--- src/tcw_pkg.sv ---
package tcw_pkg;

  // screen geometry
  localparam int COLUMNS    = 80;
  localparam int ROWS       = 25;
  localparam int CELL_COUNT = ROWS * COLUMNS;

  localparam int COL_W  = $clog2(COLUMNS);
  localparam int ROW_W  = $clog2(ROWS);
  localparam int IDX_W  = $clog2(CELL_COUNT);
  localparam int LOC_W  = 11;
  localparam int CELL_W = 16;

  localparam logic [CELL_W-1:0] BLANK_CELL = 16'h0F20;

  // control bytes
  localparam logic [7:0] CH_BS  = 8'h08;
  localparam logic [7:0] CH_TAB = 8'h09;
  localparam logic [7:0] CH_LF  = 8'h0A;
  localparam logic [7:0] CH_CR  = 8'h0D;

  typedef enum logic [1:0] {
    ACT_PUT   = 2'd0,
    ACT_CLEAR = 2'd1,
    ACT_READ  = 2'd2
  } action_e;

  typedef enum logic [3:0] {
    ST_INIT,
    ST_IDLE,
    ST_PUT,
    ST_SCR_RD,
    ST_SCR_WR,
    ST_BLANK,
    ST_CLEAR,
    ST_READ,
    ST_RD_WAIT,
    ST_DONE
  } state_e;

  typedef struct packed {
    logic              we;
    logic [IDX_W-1:0]  waddr;
    logic [CELL_W-1:0] wdata;
    logic [IDX_W-1:0]  raddr;
  } mem_req_t;

  typedef struct packed {
    logic              valid;
    logic [LOC_W-1:0]  cursor_pos;
    logic [CELL_W-1:0] cell_value;
  } result_t;

endpackage

--- src/tcw_ctrl.sv ---
module tcw_ctrl (
  input  logic                        clk_i,
  input  logic                        rst_ni,
  input  logic                        in_valid_i,
  output logic                        in_ready_o,
  input  logic [1:0]                  action_i,
  input  logic [7:0]                  char_code_i,
  input  logic [3:0]                  back_color_i,
  input  logic [3:0]                  fore_color_i,
  input  logic [10:0]                 read_index_i,
  input  logic                        out_free_i,
  output tcw_pkg::mem_req_t           req_o,
  input  logic [tcw_pkg::CELL_W-1:0]  rdata_i,
  output tcw_pkg::result_t            res_o
);
  import tcw_pkg::*;

  localparam logic [IDX_W-1:0] IDX_LAST  = IDX_W'(CELL_COUNT - 1);
  localparam logic [IDX_W-1:0] COPY_LAST = IDX_W'(CELL_COUNT - COLUMNS - 1);
  localparam logic [IDX_W-1:0] IDX_COLS  = IDX_W'(COLUMNS);
  localparam logic [IDX_W-1:0] IDX_ONE   = IDX_W'(1);
  localparam logic [COL_W:0]   COL_ONE   = (COL_W+1)'(1);
  localparam logic [ROW_W:0]   ROW_ONE   = (ROW_W+1)'(1);

  state_e            state_q, state_d;
  logic [IDX_W-1:0]  idx_q, idx_d;
  logic [COL_W-1:0]  col_q, col_d;
  logic [ROW_W-1:0]  row_q, row_d;
  logic [7:0]        ch_q, ch_d;
  logic [7:0]        attr_q, attr_d;
  logic [10:0]       ridx_q, ridx_d;
  logic [CELL_W-1:0] cell_q, cell_d;

  logic [COL_W:0]    col_n;
  logic [ROW_W:0]    row_n;
  logic              glyph;
  logic [IDX_W-1:0]  pos;

  // cursor step for a put item
  always_comb begin
    col_n = {1'b0, col_q};
    row_n = {1'b0, row_q};
    glyph = 1'b0;
    if (ch_q == CH_BS && col_q != '0) begin
      col_n = col_n - COL_ONE;
    end else if (ch_q == CH_TAB) begin
      col_n = (col_n + (COL_W+1)'(8)) & ~(COL_W+1)'(7);
    end else if (ch_q == CH_CR) begin
      col_n = '0;
    end else if (ch_q == CH_LF) begin
      col_n = '0;
      row_n = row_n + ROW_ONE;
    end else begin
      glyph = 1'b1;
      col_n = col_n + COL_ONE;
    end
    if (col_n >= (COL_W+1)'(COLUMNS)) begin
      col_n = '0;
      row_n = row_n + ROW_ONE;
    end
  end

  assign pos = IDX_W'(int'(row_q) * COLUMNS + int'(col_q));

  always_comb begin
    state_d    = state_q;
    idx_d      = idx_q;
    col_d      = col_q;
    row_d      = row_q;
    ch_d       = ch_q;
    attr_d     = attr_q;
    ridx_d     = ridx_q;
    cell_d     = cell_q;
    req_o      = '0;
    in_ready_o = 1'b0;
    res_o      = '0;
    res_o.cursor_pos = LOC_W'(int'(row_q) * COLUMNS + int'(col_q));
    res_o.cell_value = cell_q;
    case (state_q)
      ST_INIT, ST_CLEAR: begin
        req_o.we    = 1'b1;
        req_o.waddr = idx_q;
        req_o.wdata = BLANK_CELL;
        idx_d       = idx_q + IDX_ONE;
        if (idx_q == IDX_LAST) begin
          idx_d = '0;
          col_d = '0;
          row_d = '0;
          state_d = (state_q == ST_INIT) ? ST_IDLE : ST_DONE;
        end
      end
      ST_IDLE: begin
        in_ready_o = 1'b1;
        if (in_valid_i) begin
          ch_d   = char_code_i;
          attr_d = {back_color_i, fore_color_i};
          ridx_d = read_index_i;
          cell_d = '0;
          idx_d  = '0;
          case (action_i)
            ACT_PUT:   state_d = ST_PUT;
            ACT_CLEAR: state_d = ST_CLEAR;
            ACT_READ:  state_d = ST_READ;
            default:   state_d = ST_DONE;
          endcase
        end
      end
      ST_PUT: begin
        req_o.we    = glyph;
        req_o.waddr = pos;
        req_o.wdata = {attr_q, ch_q};
        col_d       = col_n[COL_W-1:0];
        if (row_n >= (ROW_W+1)'(ROWS)) begin
          row_d   = ROW_W'(ROWS - 1);
          state_d = ST_SCR_RD;
        end else begin
          row_d   = row_n[ROW_W-1:0];
          state_d = ST_DONE;
        end
      end
      ST_SCR_RD: begin
        req_o.raddr = idx_q + IDX_COLS;
        state_d     = ST_SCR_WR;
      end
      ST_SCR_WR: begin
        req_o.we    = 1'b1;
        req_o.waddr = idx_q;
        req_o.wdata = rdata_i;
        idx_d       = idx_q + IDX_ONE;
        state_d     = (idx_q == COPY_LAST) ? ST_BLANK : ST_SCR_RD;
      end
      ST_BLANK: begin
        req_o.we    = 1'b1;
        req_o.waddr = idx_q;
        req_o.wdata = BLANK_CELL;
        idx_d       = idx_q + IDX_ONE;
        if (idx_q == IDX_LAST) begin
          idx_d   = '0;
          state_d = ST_DONE;
        end
      end
      ST_READ: begin
        req_o.raddr = IDX_W'(ridx_q);
        state_d     = ST_RD_WAIT;
      end
      ST_RD_WAIT: begin
        if (32'(ridx_q) < 32'(CELL_COUNT)) begin
          cell_d = rdata_i;
        end
        state_d = ST_DONE;
      end
      ST_DONE: begin
        if (out_free_i) begin
          res_o.valid = 1'b1;
          state_d     = ST_IDLE;
        end
      end
      default: state_d = ST_IDLE;
    endcase
  end

  always_ff @(posedge clk_i or negedge rst_ni) begin
    if (!rst_ni) begin
      state_q <= ST_INIT;
      idx_q   <= '0;
      col_q   <= '0;
      row_q   <= '0;
    end else begin
      state_q <= state_d;
      idx_q   <= idx_d;
      col_q   <= col_d;
      row_q   <= row_d;
    end
  end

  always_ff @(posedge clk_i) begin
    ch_q   <= ch_d;
    attr_q <= attr_d;
    ridx_q <= ridx_d;
    cell_q <= cell_d;
  end

endmodule
--- config.mk ---
export PLATFORM = sky130hd
export DESIGN_NAME = tcw_ctrl
export DESIGN_NICKNAME = d
export VERILOG_FILES = /design/src/tcw_pkg.sv /design/src/tcw_ctrl.sv
export SDC_FILE = /design/constraint.sdc
export NUM_CORES = 1
export LEC_CHECK = 0
export ABC_AREA = 1
export BUFFER_PORTS_ARGS = -buffer_cell sky130_fd_sc_hd__buf_2
export CAP_MARGIN = 20
export CORE_UTILIZATION = 55
export DETAILED_ROUTE_END_ITERATION = 10
export PLACE_DENSITY = 0.82
export SLEW_MARGIN = 20
export SYNTH_ARGS = -nofsm -noshare
export SYNTH_HDL_FRONTEND = slang
export SYNTH_SLANG_ARGS = --single-unit
--- constraint.sdc ---
create_clock -name clk_i -period 5.4 [get_ports clk_i]
set_input_delay 1.08 -clock clk_i [delete_from_list [all_inputs] [get_ports clk_i]]
set_output_delay 1.08 -clock clk_i [all_outputs]
set_load 0.01 [all_outputs]
==> metrics.csv, run 1 <==
metric,value,unit
period_share,68.2,%
wl_per_cell,15.0,um
ant_nets,0,
final_hold_viol_count,0,
hold_depth,2,
cpPeakStageDelay,0.75,ns
die_x,93.5,um
cts_setup_buffers,0,
ys_seq_elements,70,
die_height,93.5,um
final_nets,738,
worstSetupPathType,reg2out,
initial_utilization,56.3,%
hold_path.class,reg2reg,
end_kind,output pin,
boundaryPins,117,
antenna_found_initial,0,
worstPathCellList,nor2_1 -> nand2_1 -> inv_1 -> nand2_1 -> o211ai_1 -> buf_2,
drt_iter0_markers,246,
diodes,0,
worst_pin_slew,0.815,ns
synthCells,554,
core.rowCount,33,
ys_seq_area_share,42.7,%
routed_wl,11600,um
outcome,"complete, no violations",
cts_tree,built,
reg2reg_depth,20,
drc,0,
cp_slowest_cell,inv_1,
finClkSkew,0.0103,ns
layout_setup_ws,1.71,ns
grt_overflow_total,0,
ctsLongestPathBuffers,2,
rr_endpoint,state_q[3]$_DFFE_PN0P_,
peakVddDrop,318,uV
cts_buffers,9,
drv_cap,0,
critPathBufInv,2,
dp_hpwl,8810,um
ff2ff_setup_slack,2.79,ns
max_clock_freq,271,MHz
hold_buffers,0,
crit_top_cell,nand2_1,
place_congestion,0.943,
cp_data_required_time,4.32,ns
power.density,198,mW/mm2
track_usage,27.4,%
grt_max_degree,29,
ctsResizeCount,0,
cp-start-kind,flop,
slew-limit-headroom,45.6,%
via_count,4217,
areaGrowthSynthToFinish,18.9,%
rsz0062_at_grt,no,
netlist_area,0.00461,mm2
hold_start,state_q[1]$_DFFE_PN0P_,
grt_pass1_wl,18400,um
syn_nets,625,
syn_avg_cell_area,8.31,um2
drv_slew,0,
path_clk_slew,0.08,ns
cp.depth,6,
cp.arrival,2.61,ns
finalSetupViolations,0,
root_buffer,clkbuf_8,
layout_common_cells,"116 x buf_2, 103 x nand2_1, 79 x inv_1, 49 x nor2_1, 47 x o21ai_0",
critPathMaxFanout,24,
die-area,0.00874,mm2
portBuffers,116,
layout_commonest_cell,buf_2,
setup_tns,0,ns
layout-drive-gt1-share,26.9,%
final.min_clock_period,3.69,ns
htreeDepth,3,
cellLeakagePower,2.74,nW
vias_per_cell,5.43,
dpl_worst_slack,2.08,ns
synth.distinct_cells,47,
min_to,state_q[1]$_DFFE_PN0P_,
cp_top_family,buffers and inverters,
fin_hold_ws,0.596,ns
core,0.00818,mm2
insertion_delay,0.35,ns
yosys_warnings,0,
clock-sinks,70,
grt_pass1_vias,4035,
drt_pass1_iterations,5,
r2r_start,col_q[0]$_DFFE_PN0P_,
[flip-flops by register name, summed over array words and instances (netlist names)]
name,flops
attr_q,8
cell_q,16
row_q,5
col_q,7
idx_q,11
state_q,4
ch_q,8
ridx_q,11
[cells in the mapped netlist, drive strengths merged]
library cell | n | area, um2
o21ai | 49 | 249
a32o | 1 | 10.0
inv | 89 | 334
fa | 2 | 40.0
xor2 | 13 | 121
or2 | 1 | 6.26
o22ai | 19 | 119
xnor2 | 3 | 26.3
a22oi | 1 | 7.51
nor3 | 12 | 70.1
clkbuf | 9 | 33.8
a211oi | 2 | 20.0
o211ai | 5 | 37.5
nand3b | 1 | 11.3
clkinv | 2 | 12.5
buf | 7 | 50.0
o32ai | 3 | 26.3
nand3 | 41 | 233
ha | 20 | 250
a221oi | 1 | 8.76
a2111oi | 1 | 8.76
nand2 | 114 | 493
nor4 | 3 | 18.8
edfxtp | 43 | 1290
a31oi | 1 | 21.3
dfrtp | 27 | 676
nor2 | 60 | 287
nand4 | 7 | 43.8
a21oi | 17 | 100
[worst max-delay path by stage]
stage	from	endpoint	slack, ns
finish	state_q[3]$_DFFE_PN0P_	req_o[22]	1.71
floorplan	row_q[1]$_DFFE_PN0P_	req_o[37]	2.22
global placement	row_q[1]$_DFFE_PN0P_	req_o[37]	2.16
CTS	row_q[1]$_DFFE_PN0P_	req_o[37]	1.71
detailed placement	row_q[1]$_DFFE_PN0P_	req_o[37]	2.08
global route	row_q[1]$_DFFE_PN0P_	req_o[37]	1.54
[routing by layer]
layer | global-route usage [%] | share of wire [%]
met1 | 33.5 | 42
met2 | 47.2 | 50
met3 | 4.47 | 5.6
met4 | 12.4 | 2.6
met5 | 0 | 0
[final cells by class]
| class | count | area, um2 |
|---|---|---|
| well taps | 105 | 131 |
| multi-input cells | 377 | 2210 |
| repair buffers | 118 | 596 |
| fillers | 689 | 2700 |
| clock inverters | 7 | 105 |
| flip-flops and latches | 70 | 1970 |
| clock buffers | 9 | 124 |
| inverters | 91 | 347 |
[through the flow]
stage	instances	util [%]	instance area, um2	power, mW
3_3_place_gp	761	64.2	5250	0.604
4_1_cts	777	67.0	5480	1.09
3_5_place_dp	761	64.2	5250	0.605
6_report	777	67.0	5480	1.09
5_1_grt	777	67.0	5480	1.12
2_1_floorplan	554	-	4610	0.583
[where the power goes]
part	switching (mW)	total [mW]	internal, mW
sequential	0	0.566	0.566
combinational	0.0134	0.0270	0.0136
clock	0.225	0.492	0.267
total	0.238	1.09	0.847
[worst min-delay path, cell delays in order (launching register included)]
cell and delay, ns:
dfrtp_1 0.44, nand2_1 0.08, nand2_1 0.05
[logic make-up after synthesis]
| kind of cell | count (synthesis) | share of synthesized area, % |
|---|---|---|
| adders and majority gates | 22 | 6.30 |
| and+or+nand+nor | 239 | 25.2 |
| buffers and inverters | 107 | 9.35 |
| xor gates and xnor gates | 16 | 3.21 |
| DFF | 70 | 42.7 |
| AOI/OAI and AO/OA | 100 | 13.2 |
(Power assumes the default switching activity.)
==> run 2: changes to the inputs <==
--- a/config.mk
+++ b/config.mk
@@ -8,9 +8,9 @@
 export ABC_AREA = 1
 export BUFFER_PORTS_ARGS = -buffer_cell sky130_fd_sc_hd__buf_2
 export CAP_MARGIN = 20
-export CORE_UTILIZATION = 55
+export CORE_UTILIZATION = 49
 export DETAILED_ROUTE_END_ITERATION = 10
-export PLACE_DENSITY = 0.82
+export PLACE_DENSITY = 0.78
 export SLEW_MARGIN = 20
 export SYNTH_ARGS = -nofsm -noshare
 export SYNTH_HDL_FRONTEND = slang
==> constraint.sdc (replaced) <==
create_clock -name clk_i -period 3.15 [get_ports clk_i]
set_input_delay 0.63 -clock clk_i [delete_from_list [all_inputs] [get_ports clk_i]]
set_output_delay 0.63 -clock clk_i [all_outputs]
set_load 0.01 [all_outputs]
==> run 2 against run 1 <==
Compared with the run above: power increased by 68%; critical path depth increased by 3; final area increased by 1.6%; non-clock buffer count increased by 9; clock skew increased by 0.0044 ns; core utilization decreased by 6.2 points; via count increased by 1.4%; largest power group unchanged; highest routed layer unchanged.
==> metrics.csv, run 2 (same netlist as run 1, synthesis figures left out) <==
metric,value,unit
outcome,"complete, no violations",
cp_slowest_cell,fa_2,
areaGrowthSynthToFinish,20.9,%
stdcell_count,792,
dp_cells,771,
routed_wl,11600,um
sequentialPowerShare,53.1,%
place_congestion,0.872,
regMostFlops,cell_q,
dp_hpwl,8890,um
setup.worst_path.end,req_o[37],
worstSetupPathType,reg2out,
cp.arrival,2.47,ns
portBuffers,116,
r2r_start,col_q[0]$_DFFE_PN0P_,
ant_nets,0,
p_comb_share,2.5,%
critPathBufInv,2,
p_int,1.44,mW
cts_buffers,9,
final.min_clock_period,3.10,ns
power.density,329,mW/mm2
rr_endpoint,state_q[3]$_DFFE_PN0P_,
drv_slew,0,
root_buffer,clkbuf_8,
hold_buffers,0,
gr-usage-met2,42.3,%
grt_busiest_layer,met2,
clock-sinks,70,
reg2reg_depth,17,
die_x,99.0,um
rsz0062_at_grt,yes,
cpPeakStageDelay,0.46,ns
track_usage,24.1,%
grt_pass1_wl,18700,um
cp_top_family,adder cells,
layout_commonest_cell,buf_2,
core.rowCount,35,
grt_pass1_vias,4045,
max_clock_freq,322,MHz
cts_tree,built,
finClkSkew,0.0148,ns
diodes,0,
peakVddDrop,292,uV
grt_max_degree,28,
critPathMaxFanout,3,
cp.depth,9,
die_height,99.0,um
initial_utilization,50.3,%
htreeDepth,3,
final_util,60.8,%
drv_cap,0,
power_switching,0.386,mW
final_nets,747,
ctsLongestPathBuffers,2,
period_share,98.5,%
layout_setup_ws,0.0486,ns
wl_per_cell,14.7,um
p_clk_share,44.4,%
grt_overflow_total,0,
die-area,0.00979,mm2
dpl_worst_slack,0.307,ns
swShare,21.1,%
layout_common_cells,"116 x buf_2, 103 x nand2_1, 78 x inv_1, 49 x nor2_1, 45 x o21ai_0",
ff2ff_setup_slack,0.58,ns
drc,0,
final_hold_viol_count,0,
end_kind,output pin,
antenna_found_initial,0,
worst_pin_slew,0.710,ns
hold_path.class,in2async,
path_clk_slew,0.08,ns
largest_reg_flops,16,
layout-drive-gt1-share,28.9,%
grtUsageMet3,4.18,%
boundaryPins,117,
met1_usage,28.8,%
cellLeakagePower,2.78,nW
cp_data_required_time,2.52,ns
core,0.00915,mm2
top_regs,"cell_q x16, idx_q x11, ridx_q x11",
vias_per_cell,5.40,
worstPathCellList,ha_1 -> ha_2 -> inv_2 -> fa_2 -> nor3_2 -> xnor2_1 -> nand2_1 -> o21ai_1 -> buf_2,
worstSetupStartpoint,row_q[3]$_DFFE_PN0P_,
drt_pass1_iterations,5,
finalSetupViolations,0,
drt_iter0_markers,212,
cp-start-kind,flop,
slew-limit-headroom,52.5,%
via_count,4276,
insertion_delay,0.35,ns
-- run 2: stage by stage --
stage	cell area (um2)	TNS, ns	power (mW)	hold slack, ns
2_1_floorplan	4610	0	0.999	0.334
3_5_place_dp	5290	0	1.04	0.559
4_1_cts	5530	0	1.84	0.307
3_3_place_gp	5290	0	1.04	0.552
5_1_grt	5570	-0.100	1.88	0.338
6_report	5570	0	1.83	0.290
-- run 2: power groups by stage --
stage	sequential, mW	clock (mW)	combinational, mW
2_1_floorplan	0.991	0	0.00814
3_3_place_gp	0.991	0	0.0443
3_5_place_dp	0.991	0	0.0458
4_1_cts	0.971	0.823	0.0462
5_1_grt	0.971	0.856	0.0518
6_report	0.971	0.813	0.0452
-- run 2: worst reg2reg max path: stages (launching register included) --
cell	delay (ns)
dfrtp_1	0.43
inv_1	0.15
ha_1	0.27
inv_2	0.04
nor2_1	0.10
nand3_2	0.10
nand3_4	0.17
nor2_1	0.10
a31oi_4	0.33
nand2_8	0.13
nand2_1	0.09
nand2_1	0.08
nor2_2	0.10
nand2_2	0.07
nand3_2	0.12
nand2_1	0.07
nand2_1	0.06
nand2_1	0.05
-- run 2: timing repair --
item | CTS | global route
buffers inserted | 2 | 3
pin swaps | 1 | 6
resized for setup | 3 | 6
setup endpoints to repair | 2 | 2
-- run 2: how the worst min path moves through the flow --
stage | start | to
3_3_place_gp | state_q[1]$_DFFE_PN0P_ | state_q[1]$_DFFE_PN0P_
5_1_grt | rst_ni | idx_q[4]$_DFFE_PN0P_
3_5_place_dp | state_q[1]$_DFFE_PN0P_ | state_q[1]$_DFFE_PN0P_
6_report | rst_ni | idx_q[3]$_DFFE_PN0P_
4_1_cts | rst_ni | idx_q[4]$_DFFE_PN0P_
2_1_floorplan | rst_ni | col_q[0]$_DFFE_PN0P_
-- run 2: cell type report --
class	count	area, um2
Tap cell	111	139
Inverter	91	347
Multi-Input combinational cell	377	2230
Clock buffer	9	124
Fill cell	758	3590
Timing Repair Buffer	127	663
Sequential cell	70	1970
Clock inverter	7	96.3
-- run 2: metal layers --
layer	up-vias	wire (um)
li1	2094	-
met1	1989	4760
met2	161	5970
met3	32	521
met4	0	350
met5	-	0
==> run 3: changes to the inputs <==
--- a/config.mk
+++ b/config.mk
@@ -8,9 +8,10 @@
 export ABC_AREA = 1
 export BUFFER_PORTS_ARGS = -buffer_cell sky130_fd_sc_hd__buf_2
 export CAP_MARGIN = 20
-export CORE_UTILIZATION = 49
+export CORE_UTILIZATION = 54
 export DETAILED_ROUTE_END_ITERATION = 10
-export PLACE_DENSITY = 0.78
+export GPL_ROUTABILITY_DRIVEN = 0
+export PLACE_DENSITY = 0.81
 export SLEW_MARGIN = 20
 export SYNTH_ARGS = -nofsm -noshare
 export SYNTH_HDL_FRONTEND = slang
==> constraint.sdc (replaced) <==
create_clock -name clk_i -period 3.24 [get_ports clk_i]
set_input_delay 0.648 -clock clk_i [delete_from_list [all_inputs] [get_ports clk_i]]
set_output_delay 0.648 -clock clk_i [all_outputs]
set_load 0.05 [all_outputs]
==> run 3 against run 2 <==
Compared with the run above: the run now ends with negative setup slack left; sequential power is 2.8% lower; global-route usage up 3.9 points; clock skew decreased by 0.0016 ns; non-clock buffer count shrank 1; largest cell class unchanged; largest power group unchanged; highest routed layer unchanged.
==> metrics.csv, run 3 (same netlist as run 1, synthesis figures left out) <==
metric,value,unit
path_clk_slew,0.08,ns
wl_per_cell,15.4,um
ctsLongestPathBuffers,2,
worst_pin_slew,0.733,ns
htreeDepth,3,
hold_buffers,0,
grt_pass1_wl,19000,um
layout-drive-gt1-share,29.7,%
final_area,0.00562,mm2
worstSetupPathType,reg2out,
ant_nets,0,
dpl_worst_slack,0.229,ns
die_x,94.4,um
worstPathCellList,ha_1 -> ha_2 -> inv_2 -> fa_2 -> nor3_4 -> xnor2_2 -> nand2_1 -> o21ai_2 -> buf_6,
layout_setup_ws,-0.00983,ns
dp_hpwl,9020,um
finalSetupViolations,1,
die_height,94.4,um
worstSetupStartpoint,row_q[3]$_DFFE_PN0P_,
antenna_found_initial,0,
peakVddDrop,286,uV
grt_max_degree,28,
via_count,4331,
max_clock_freq,308,MHz
r2r_start,col_q[0]$_DFFE_PN0P_,
top_regs,"cell_q x16, idx_q x11, ridx_q x11",
dp_cells,767,
grt_overflow_total,0,
drt_iter0_markers,294,
end_kind,output pin,
drv_slew,0,
cp_data_required_time,2.59,ns
final_nets,746,
finalPower,1.79,mW
rsz0062_at_grt,yes,
die-area,0.00890,mm2
initial_utilization,56.1,%
regArea,0.00197,mm2
core,0.00822,mm2
layout_commonest_cell,buf_2,
grt_pass1_vias,4093,
clock-sinks,70,
cts_buffers,9,
slew-limit-headroom,51.0,%
period_share,100,%
fin_hold_ws,0.308,ns
dpl_cell_area,0.00533,mm2
diodes,0,
routed_wl,12100,um
drv_cap,0,
power.density,319,mW/mm2
layout_common_cells,"114 x buf_2, 103 x nand2_1, 78 x inv_1, 48 x nor2_1",
multi_input_area,0.00228,mm2
boundaryPins,117,
cp.arrival,2.60,ns
vias_per_cell,5.52,
violations,negative setup slack,
cellLeakagePower,2.82,nW
cp-start-kind,flop,
areaGrowthSynthToFinish,21.9,%
portBuffers,116,
regMostFlops,cell_q,
outcome,"complete, but fails checks",
drt_pass1_iterations,4,
setup_tns,-0.00983,ns
final_hold_viol_count,0,
track_usage,28.0,%
fill_cells,664,
core.rowCount,33,
drc,0,
cpPeakStageDelay,0.51,ns
insertion_delay,0.36,ns
cp_slowest_cell,fa_2,
hold_path.class,in2async,
cts_tree,built,
largest_reg_flops,16,
final.min_clock_period,3.25,ns
finClkSkew,0.0132,ns
root_buffer,clkbuf_8,
final_util,68.3,%
stdcell_count,785,
critPathMaxFanout,4,
## run 3: cell types whose count changed in the layout (fill, tap and decap cells not counted), moves of 2 or more
cell,before,now
buf_2,116,114
buf_6,0,2
clkinv_2,2,0
o21ai_0,45,43
o21ai_2,2,4
xnor2_1,3,1
xnor2_2,0,2
## run 3: metal layers
| metal | up-vias | routed length, um | track usage [%] | part of all wire, % |
|---|---|---|---|---|
| met4 | 0 | 249 | 10.3 | 2.1 |
| met3 | 24 | 632 | 5.15 | 5.2 |
| li1 | 2089 | - | - | - |
| met5 | - | 0 | 0 | 0 |
| met1 | 2062 | 4770 | 33.5 | 40 |
| met2 | 156 | 6400 | 49.9 | 53 |
## run 3: worst paths after layout
kind / endpoint / slack [ns] / depth (start not counted)
min in group clk_i: ch_q[0]$_DFFE_PP_ / 0.45 / 1
max: req_o[37] / -0.01 / 9
max in group asynchronous: row_q[2]$_DFFE_PN0P_ / 2.47 / 1
min: col_q[0]$_DFFE_PN0P_ / 0.31 / 1
max reg2reg: state_q[3]$_DFFE_PN0P_ / 0.65 / 21
min reg2reg: state_q[1]$_DFFE_PN0P_ / 0.57 / 2
## run 3: worst max-delay path, delay by kind of cell, from the launching register on
| kind | cells | cell delay, ns |
|---|---|---|
| compound gates | 1 | 0.07 |
| xor+xnor | 1 | 0.14 |
| fa+ha+maj | 3 | 1.01 |
| buf+inv | 2 | 0.25 |
| flops | 1 | 0.42 |
| simple gates | 2 | 0.34 |
## run 3: final cells by class
type | count | share of cell area (%)
clock buffer | 10 | 2.27
multi-input combinational | 377 | 40.6
inverter | 91 | 6.17
timing repair buffer | 126 | 11.9
tap | 105 | 2.34
sequential | 70 | 35.0
clock inverter | 6 | 1.67
## run 3: what timing repair did
item | in CTS | in global routing
gates resized for setup | 7 | 8
endpoints found under the setup margin | 3 | 5
pin swaps | 1 | 5
setup buffers | 0 | 2
## run 3: power by group
part	total, mW	switching, mW	internal, mW	leakage (nW)
combinational	0.0455	0.0225	0.0230	1.97
clock	0.803	0.364	0.439	0.107
sequential	0.944	0	0.944	0.741
total	1.79	0.386	1.41	2.82
